--- src/hdl/isort_pkg.sv ---
// ----------------------------------------------------------------------------
// isort_pkg
// Shared types for the insertion sorter: controller commands and datapath
// status.
// ----------------------------------------------------------------------------
package isort_pkg;

  localparam int unsigned DATA_W = 32;

  typedef logic signed [DATA_W-1:0] data_t;

  // controller -> datapath
  typedef struct packed {
    logic insert;   // insert the input value (or drop it when full)
    logic shift;    // move every entry down one place, head leaves
  } dp_cmd_t;

  // datapath -> controller
  typedef struct packed {
    logic last_one; // exactly one entry left in the store
  } dp_status_t;

endpackage

--- src/hdl/isort_in_if.sv ---
// ----------------------------------------------------------------------------
// isort_in_if
// Input channel of the insertion sorter: one value per item.
// ----------------------------------------------------------------------------
interface isort_in_if;
  logic                 valid;
  logic                 ready;
  isort_pkg::data_t     value;
  logic                 is_last;

  modport source (output valid, output value, output is_last, input ready);
  modport sink   (input valid, input value, input is_last, output ready);
endinterface

--- src/hdl/isort_out_if.sv ---
// ----------------------------------------------------------------------------
// isort_out_if
// Output channel of the insertion sorter: one sorted value per item.
// ----------------------------------------------------------------------------
interface isort_out_if;
  logic                 valid;
  logic                 ready;
  isort_pkg::data_t     sorted_value;
  logic                 end_of_set;
  logic                 overflow;

  modport source (output valid, output sorted_value, output end_of_set,
                  output overflow, input ready);
  modport sink   (input valid, input sorted_value, input end_of_set,
                  input overflow, output ready);
endinterface

--- src/hdl/isort_ctrl.sv ---
// ----------------------------------------------------------------------------
// isort_ctrl
// Controller: takes items while filling, then drains the sorted store.
// ----------------------------------------------------------------------------
module isort_ctrl (
  input  logic                  clk,
  input  logic                  rst,
  input  logic                  in_valid,
  input  logic                  in_is_last,
  output logic                  in_ready,
  output logic                  out_valid,
  input  logic                  out_ready,
  output isort_pkg::dp_cmd_t    cmd,
  input  isort_pkg::dp_status_t status
);

  localparam logic ST_FILL  = 1'b0;
  localparam logic ST_DRAIN = 1'b1;

  logic state;
  logic state_next;

  always_comb begin
    state_next = state;
    in_ready   = 1'b0;
    out_valid  = 1'b0;
    cmd        = '0;
    case (state)
      ST_FILL: begin
        in_ready = 1'b1;
        if (in_valid) begin
          cmd.insert = 1'b1;
          if (in_is_last) begin
            state_next = ST_DRAIN;
          end
        end
      end
      ST_DRAIN: begin
        out_valid = 1'b1;
        if (out_ready) begin
          cmd.shift = 1'b1;
          if (status.last_one) begin
            state_next = ST_FILL;
          end
        end
      end
      default: begin
        state_next = ST_FILL;
      end
    endcase
  end

  always_ff @(posedge clk) begin
    if (rst) begin
      state <= ST_FILL;
    end else begin
      state <= state_next;
    end
  end

endmodule

--- src/hdl/isort_dp.sv ---
// ----------------------------------------------------------------------------
// isort_dp
// Datapath: a row of compare cells holding the sorted store, the fill count
// and the drop flag.
// ----------------------------------------------------------------------------
module isort_dp #(
  parameter int unsigned MAX_ELEMENTS = 16
) (
  input  logic                  clk,
  input  logic                  rst,
  input  isort_pkg::dp_cmd_t    cmd,
  output isort_pkg::dp_status_t status,
  input  isort_pkg::data_t      value,
  output isort_pkg::data_t      sorted_value,
  output logic                  end_of_set,
  output logic                  overflow
);

  localparam int unsigned CW = $clog2(MAX_ELEMENTS + 1);
  localparam logic [CW-1:0] CNT_MAX = CW'(MAX_ELEMENTS);
  localparam logic [CW-1:0] CNT_ONE = CW'(1);

  isort_pkg::data_t        store [MAX_ELEMENTS];
  logic [MAX_ELEMENTS-1:0] gt;
  logic [CW-1:0]           count;
  logic                    dropped;
  logic                    full;
  logic                    do_insert;

  assign full      = (count == CNT_MAX);
  assign do_insert = cmd.insert && !full;

  // Each cell compares its entry with the new value. Strictly greater
  // entries move up, so equal values keep arrival order.
  for (genvar i = 0; i < MAX_ELEMENTS; i++) begin : g_cell
    localparam logic [CW-1:0] IDX = CW'(i);

    assign gt[i] = (IDX < count) && (store[i] > value);

    if (i == 0) begin : g_head
      always_ff @(posedge clk) begin
        if (do_insert) begin
          if (gt[i] || (IDX == count)) begin
            store[i] <= value;
          end
        end else if (cmd.shift) begin
          store[i] <= store[i+1];
        end
      end
    end else if (i == MAX_ELEMENTS - 1) begin : g_tail
      always_ff @(posedge clk) begin
        if (do_insert) begin
          if (gt[i-1]) begin
            store[i] <= store[i-1];
          end else if (gt[i] || (IDX == count)) begin
            store[i] <= value;
          end
        end
      end
    end else begin : g_mid
      always_ff @(posedge clk) begin
        if (do_insert) begin
          if (gt[i-1]) begin
            store[i] <= store[i-1];
          end else if (gt[i] || (IDX == count)) begin
            store[i] <= value;
          end
        end else if (cmd.shift) begin
          store[i] <= store[i+1];
        end
      end
    end
  end

  always_ff @(posedge clk) begin
    if (rst) begin
      count   <= '0;
      dropped <= 1'b0;
    end else if (cmd.insert) begin
      if (full) begin
        dropped <= 1'b1;
      end else begin
        count <= count + CNT_ONE;
      end
    end else if (cmd.shift) begin
      count <= count - CNT_ONE;
      if (count == CNT_ONE) begin
        dropped <= 1'b0;
      end
    end
  end

  assign status.last_one = (count == CNT_ONE);
  assign sorted_value    = store[0];
  assign end_of_set      = (count == CNT_ONE);
  assign overflow        = dropped;

endmodule

--- src/hdl/insertion_sorter_top.sv ---
// The first sorted result is valid in the cycle after the last item is accepted.
// One input item per cycle while filling; every cell compares in parallel.
// A set of n results drains at one per cycle when the sink is ready; no item is
// accepted during the drain.
// Reset clears the fill count, the drop flag and the controller; store contents
// are left as they are and are never read before being written.
// ----------------------------------------------------------------------------
// insertion_sorter_top
// Streaming insertion sorter of signed 32-bit values with overflow reporting.
// ----------------------------------------------------------------------------
module insertion_sorter_top #(
  parameter int unsigned MAX_ELEMENTS = 16
) (
  input  logic        clk,
  input  logic        rst,
  isort_in_if.sink    in_ch,
  isort_out_if.source out_ch
);

  isort_pkg::dp_cmd_t    cmd;
  isort_pkg::dp_status_t status;

  isort_ctrl u_ctrl (
    .clk        (clk),
    .rst        (rst),
    .in_valid   (in_ch.valid),
    .in_is_last (in_ch.is_last),
    .in_ready   (in_ch.ready),
    .out_valid  (out_ch.valid),
    .out_ready  (out_ch.ready),
    .cmd        (cmd),
    .status     (status)
  );

  isort_dp #(
    .MAX_ELEMENTS (MAX_ELEMENTS)
  ) u_dp (
    .clk          (clk),
    .rst          (rst),
    .cmd          (cmd),
    .status       (status),
    .value        (in_ch.value),
    .sorted_value (out_ch.sorted_value),
    .end_of_set   (out_ch.end_of_set),
    .overflow     (out_ch.overflow)
  );

  // filling and draining never overlap
  a_no_overlap: assert property (@(posedge clk) disable iff (rst)
    !(in_ch.ready && out_ch.valid))
    else $error("input ready while results pending");

  // a last item always opens a drain on the next cycle
  a_last_drains: assert property (@(posedge clk) disable iff (rst)
    (in_ch.valid && in_ch.ready && in_ch.is_last) |=> out_ch.valid)
    else $error("no result after last item");

  // the final result of a set returns the block to filling
  a_end_closes: assert property (@(posedge clk) disable iff (rst)
    (out_ch.valid && out_ch.ready && out_ch.end_of_set) |=>
      (!out_ch.valid && in_ch.ready))
    else $error("drain did not end after end of set");

  // every drained item comes from a shift command
  a_shift_on_fire: assert property (@(posedge clk) disable iff (rst)
    (out_ch.valid && out_ch.ready) |-> (cmd.shift && !cmd.insert))
    else $error("result taken without shift");

endmodule

--- src/flat_wrapper.sv ---
// flat-port wrapper written by rule: the top's interface ports become plain ports
module insertion_sorter_top_flat 
#(
  parameter int unsigned MAX_ELEMENTS = 16
)
  (clk, rst, in_ch_valid, in_ch_value, in_ch_is_last, in_ch_ready, out_ch_valid, out_ch_sorted_value, out_ch_end_of_set, out_ch_overflow, out_ch_ready);
  isort_in_if in_ch_i ();
  isort_out_if out_ch_i ();
  input  logic clk;
  input  logic rst;
  input wire logic [$bits(in_ch_i.valid)-1:0] in_ch_valid;
  input wire logic [$bits(in_ch_i.value)-1:0] in_ch_value;
  input wire logic [$bits(in_ch_i.is_last)-1:0] in_ch_is_last;
  output wire logic [$bits(in_ch_i.ready)-1:0] in_ch_ready;
  output wire logic [$bits(out_ch_i.valid)-1:0] out_ch_valid;
  output wire logic [$bits(out_ch_i.sorted_value)-1:0] out_ch_sorted_value;
  output wire logic [$bits(out_ch_i.end_of_set)-1:0] out_ch_end_of_set;
  output wire logic [$bits(out_ch_i.overflow)-1:0] out_ch_overflow;
  input wire logic [$bits(out_ch_i.ready)-1:0] out_ch_ready;
  assign in_ch_i.valid = in_ch_valid;
  assign in_ch_i.value = in_ch_value;
  assign in_ch_i.is_last = in_ch_is_last;
  assign in_ch_ready = in_ch_i.ready;
  assign out_ch_valid = out_ch_i.valid;
  assign out_ch_sorted_value = out_ch_i.sorted_value;
  assign out_ch_end_of_set = out_ch_i.end_of_set;
  assign out_ch_overflow = out_ch_i.overflow;
  assign out_ch_i.ready = out_ch_ready;
  insertion_sorter_top #(.MAX_ELEMENTS(MAX_ELEMENTS)) u_core (.clk(clk), .rst(rst), .in_ch(in_ch_i), .out_ch(out_ch_i));
endmodule
--- config.mk ---
export PLATFORM = sky130hd
export DESIGN_NAME = insertion_sorter_top_flat
export DESIGN_NICKNAME = d
export VERILOG_FILES = /design/src/hdl/isort_pkg.sv /design/src/hdl/isort_in_if.sv /design/src/hdl/isort_out_if.sv /design/src/hdl/isort_ctrl.sv /design/src/hdl/isort_dp.sv /design/src/hdl/insertion_sorter_top.sv /design/src/flat_wrapper.sv
export SDC_FILE = /design/constraint.sdc
export NUM_CORES = 2
export LEC_CHECK = 0
export BUFFER_PORTS_ARGS = -buffer_cell sky130_fd_sc_hd__buf_2
export CORE_MARGIN = 4
export CORE_UTILIZATION = 58
export CTS_BUF_LIST = sky130_fd_sc_hd__clkbuf_16
export DETAILED_ROUTE_END_ITERATION = 12
export PLACE_DENSITY = 0.77
export RECOVER_POWER = 50
export REMOVE_ABC_BUFFERS = 1
export SETUP_SLACK_MARGIN = 0.05
export SYNTH_ARGS = -nofsm -noshare
export SYNTH_HDL_FRONTEND = slang
export SYNTH_HIERARCHICAL = 1
export SYNTH_SLANG_ARGS = --single-unit
--- constraint.sdc ---
create_clock -name clk -period 6 [get_ports clk]
set_input_delay 1.2 -clock clk [delete_from_list [all_inputs] [get_ports clk]]
set_output_delay 1.2 -clock clk [all_outputs]
set_load 0.1 [all_outputs]
==> results.md <==
- Worst Tran Pin Value: 2.670 ns
- Setup bufs post-CTS: 0
- Drt wl/cell: 28.37 um
- Starting density of the core: 58.61%
- Synth unique cells: 86
- Nature of the critical path startpoint: primary input
- Main synth FF type: edfxtp_1
- Sequential area share after synthesis: 41.97%
- Layout cells sized above 1: 12.18%
- Mapped Cells: 3414
- Failing checks: max-capacitance violations, max-slew violations
- Synthesized area: 0.03697 mm2
- Vias in the first global route: 31500
- Root Driver: clkbuf_16
- Final setup fails: 0
- Clk sinks: 519
- Clk buf depth: 3
- First-pass GRT wire length: 186.4 mm
- Vias: 31460
- Post-DP HPWL: 92.01 mm
- DRC viols: 0
- # rows: 92
- Via density: 7.256
- Die Width: 260.5 um
- Seq cells post-synth: 519
- P per Cell Area: 353.2 mW/mm2
- Clock latency on the worst-skew pair: 0.62 ns
- Worst EP arrival: 5.93 ns
- Number of synthesized flops with an enable pin: 512
- Min Tclk post-route: 5.576 ns
- CTS tree: yes
- Endpoint class of the critical path: flip-flop
- Avg Cell Area, Syn: 10.83 um2
- Peak VDD IR: 0.2921 mV
- GRT Residual Overflow: 0
- Crit path kind: in -> reg
- Final Non-Filler Cells: 4336
- Post-Route WL: 123.0 mm
- Die height: 260.5 um
- Fmax: 179.3 MHz
- Status: finished with violations
- Tcrit/Tclk final: 92.93%
- WP data required: 6.35 ns
- # nets final: 3999
- Clk_skew: 0.01637 ns
- Asr flop ratio synth: 0%
- All-Layer GR Usage: 35.31%
- Largest net degree at the start of global routing: 151
- I/O pin cnt: 73
- Post-Place Cells: 4233
- Core box area: 0.06308 mm2
- I/O Buffers: 72
- Final GP Congestion: 1.014
- Quantity of gates resized following cts: 0
- Antenna violations before repair: 1
- Post-route ant nets: 0
- Filler cells: 4921
- Leakage Power: 15.43 nW
- Hold Vio Cnt, Final: 0
- Total die area: 0.06784 mm2
- Max-Cap Viols: 5
- Hold WC Path Type: reg -> reg
- Router iterations before antenna repair: 6
- Clock-pin transition on the worst setup and hold timing paths: 0.07 ns
- YS warnings: 6
- Area delta synth->final: 8.383%
- Fin util: 63.52%
- Worst-path maximum fanout: 18
- Clock buffer count from CTS: 56
- Max-slew headroom: -77.99%
- Slew Viols, Final: 192
- Initial DRC count: 4064
- RSZ-0062 raised after global routing: no
- H-tree depth: 2
- Hold buffer count at CTS: 0
-- final timing paths --
kind,end,depth (start not counted),slack (ns),from
setup / recovery,u_core/u_dp/store[1][251]$_DFFE_PP_,14,0.42,in_ch_value[13]
hold / removal,u_core/u_dp/overflow$_SDFFE_PP0P_,2,0.50,u_core/u_dp/overflow$_SDFFE_PP0P_
setup reg to reg,u_core/u_dp/store[1][136]$_DFFE_PP_,10,0.45,u_core/u_dp/count[1]$_SDFFE_PP0P_
hold reg to reg,u_core/u_dp/overflow$_SDFFE_PP0P_,2,0.50,u_core/u_dp/overflow$_SDFFE_PP0P_
-- layer usage --
metal	up-vias	part of all wire (%)	global-route usage, %
met4	0	8.0	23.87
met1	15250	37	44.57
met5	-	0	0
li1	13600	-	-
met3	506	8.9	4.842
met2	2107	46	56.66
-- layout by cell type (no fill, tap or decap), drive strengths merged, types with 99 or more instances in the layout --
cell | netlist | layout
ha | 517 | 517
edfxtp | 512 | 512
nand2 | 355 | 355
a221o | 237 | 237
a21oi | 230 | 230
nor2 | 185 | 185
inv | 157 | 169
nor2b | 140 | 140
o221a | 128 | 128
buf | 106 | 126
clkbuf | 99 | 109
o21ai | 101 | 101
nand4 | 99 | 99
-- logic make-up (layout without fill, tap and decap cells) --
logic type | Yosys count | count (layout) | synth area share (%)
other | 0 | 1 | 0
muxes | 37 | 37 | 1.113
buffers and inverters | 362 | 437 | 4.410
adders and majority gates | 517 | 517 | 17.50
AOI/OAI and AO/OA | 963 | 963 | 21.43
and+or+nand+nor | 1013 | 1013 | 13.52
xor gates and xnor gates | 3 | 3 | 0.07108
DFF | 519 | 519 | 41.97
-- cell usage after synthesis, types with 15 or more instances --
| library cell | n | area share [%] |
|---|---|---|
| a21o_1 | 35 | 0.71 |
| a221oi_2 | 30 | 1.2 |
| buf_2 | 46 | 0.62 |
| nand3_1 | 57 | 0.77 |
| a221o_1 | 237 | 6.4 |
| nor3_1 | 20 | 0.27 |
| o211ai_1 | 29 | 0.59 |
| o21ai_0 | 87 | 1.2 |
| nand2b_1 | 39 | 0.66 |
| and4_1 | 16 | 0.38 |
| nand4_1 | 99 | 1.7 |
| nand2_1 | 355 | 3.6 |
| o221a_1 | 30 | 0.91 |
| ha_1 | 517 | 17 |
| mux2_2 | 32 | 0.97 |
| o221ai_1 | 65 | 1.5 |
| edfxtp_1 | 512 | 42 |
| nor2b_1 | 140 | 2.4 |
| and3_1 | 40 | 0.68 |
| buf_4 | 45 | 0.91 |
| a21oi_1 | 227 | 3.1 |
| a31oi_1 | 15 | 0.25 |
| o221a_2 | 98 | 3.0 |
| nor4_1 | 27 | 0.46 |
| clkbuf_1 | 99 | 1.0 |
| inv_1 | 156 | 1.6 |
| nor2_1 | 184 | 1.9 |
-- layout make-up --
class                      instances  area [um2]  area share (%)
antenna                            1       2.502        0.006245
clock buffer                      57        1426           3.560
clock inverter                    45       361.6          0.9024
inverter                         157       589.3           1.471
multi-input combinational       2533       19990           49.89
sequential                       519       15510           38.72
tap                              846        1059           2.642
timing repair buffer             178        1126           2.810
-- state kept, by name (all words and copies together), names as in the netlist --
| signal | flops |
|---|---|
| u_core/u_ctrl/state | 1 |
| u_core/u_dp/count | 5 |
| u_core/u_dp/overflow | 1 |
| u_core/u_dp/store | 512 |
-- per-stage QoR --
| stage | area [um2] | power, mW | setup TNS, ns | hold WS (ns) | worst slack [ns] |
|---|---|---|---|---|---|
| CTS | 40230 | 14.04 | 0 | 0.4809 | 0.9000 |
| global route | 40070 | 14.75 | 0 | 0.5047 | 0.2757 |
| floorplan | 35930 | 8.875 | -2290.40 | 0.5297 | -7.271 |
| global placement | 38440 | 10.29 | 0 | 0.4419 | 0.4414 |
| finish | 40070 | 14.15 | 0 | 0.4955 | 0.4241 |
| detailed placement | 38440 | 10.56 | 0 | 0.4724 | 0.2634 |
-- worst max-delay path, cell delays in order --
cell and delay [ns]:
buf_2 0.24, inv_1 0.43, ha_1 0.48, nand4_1 0.16
nor4b_1 0.97, a21bo_1 0.32, o211ai_1 0.18, a21oi_1 0.14
mux2i_1 0.27, clkbuf_1 0.25, nand2_1 0.09, nor2_1 0.18
clkbuf_2 0.52, mux2_2 0.45
-- report_power, final --
part | switching, mW | total [mW] | leakage, nW | internal (mW)
registers | 0.731 | 5.84 | 4.87 | 5.11
logic | 3.02 | 4.81 | 9.64 | 1.79
clock network | 1.53 | 3.50 | 0.917 | 1.97
No activity file was read; power rests on OpenSTA's default activity.
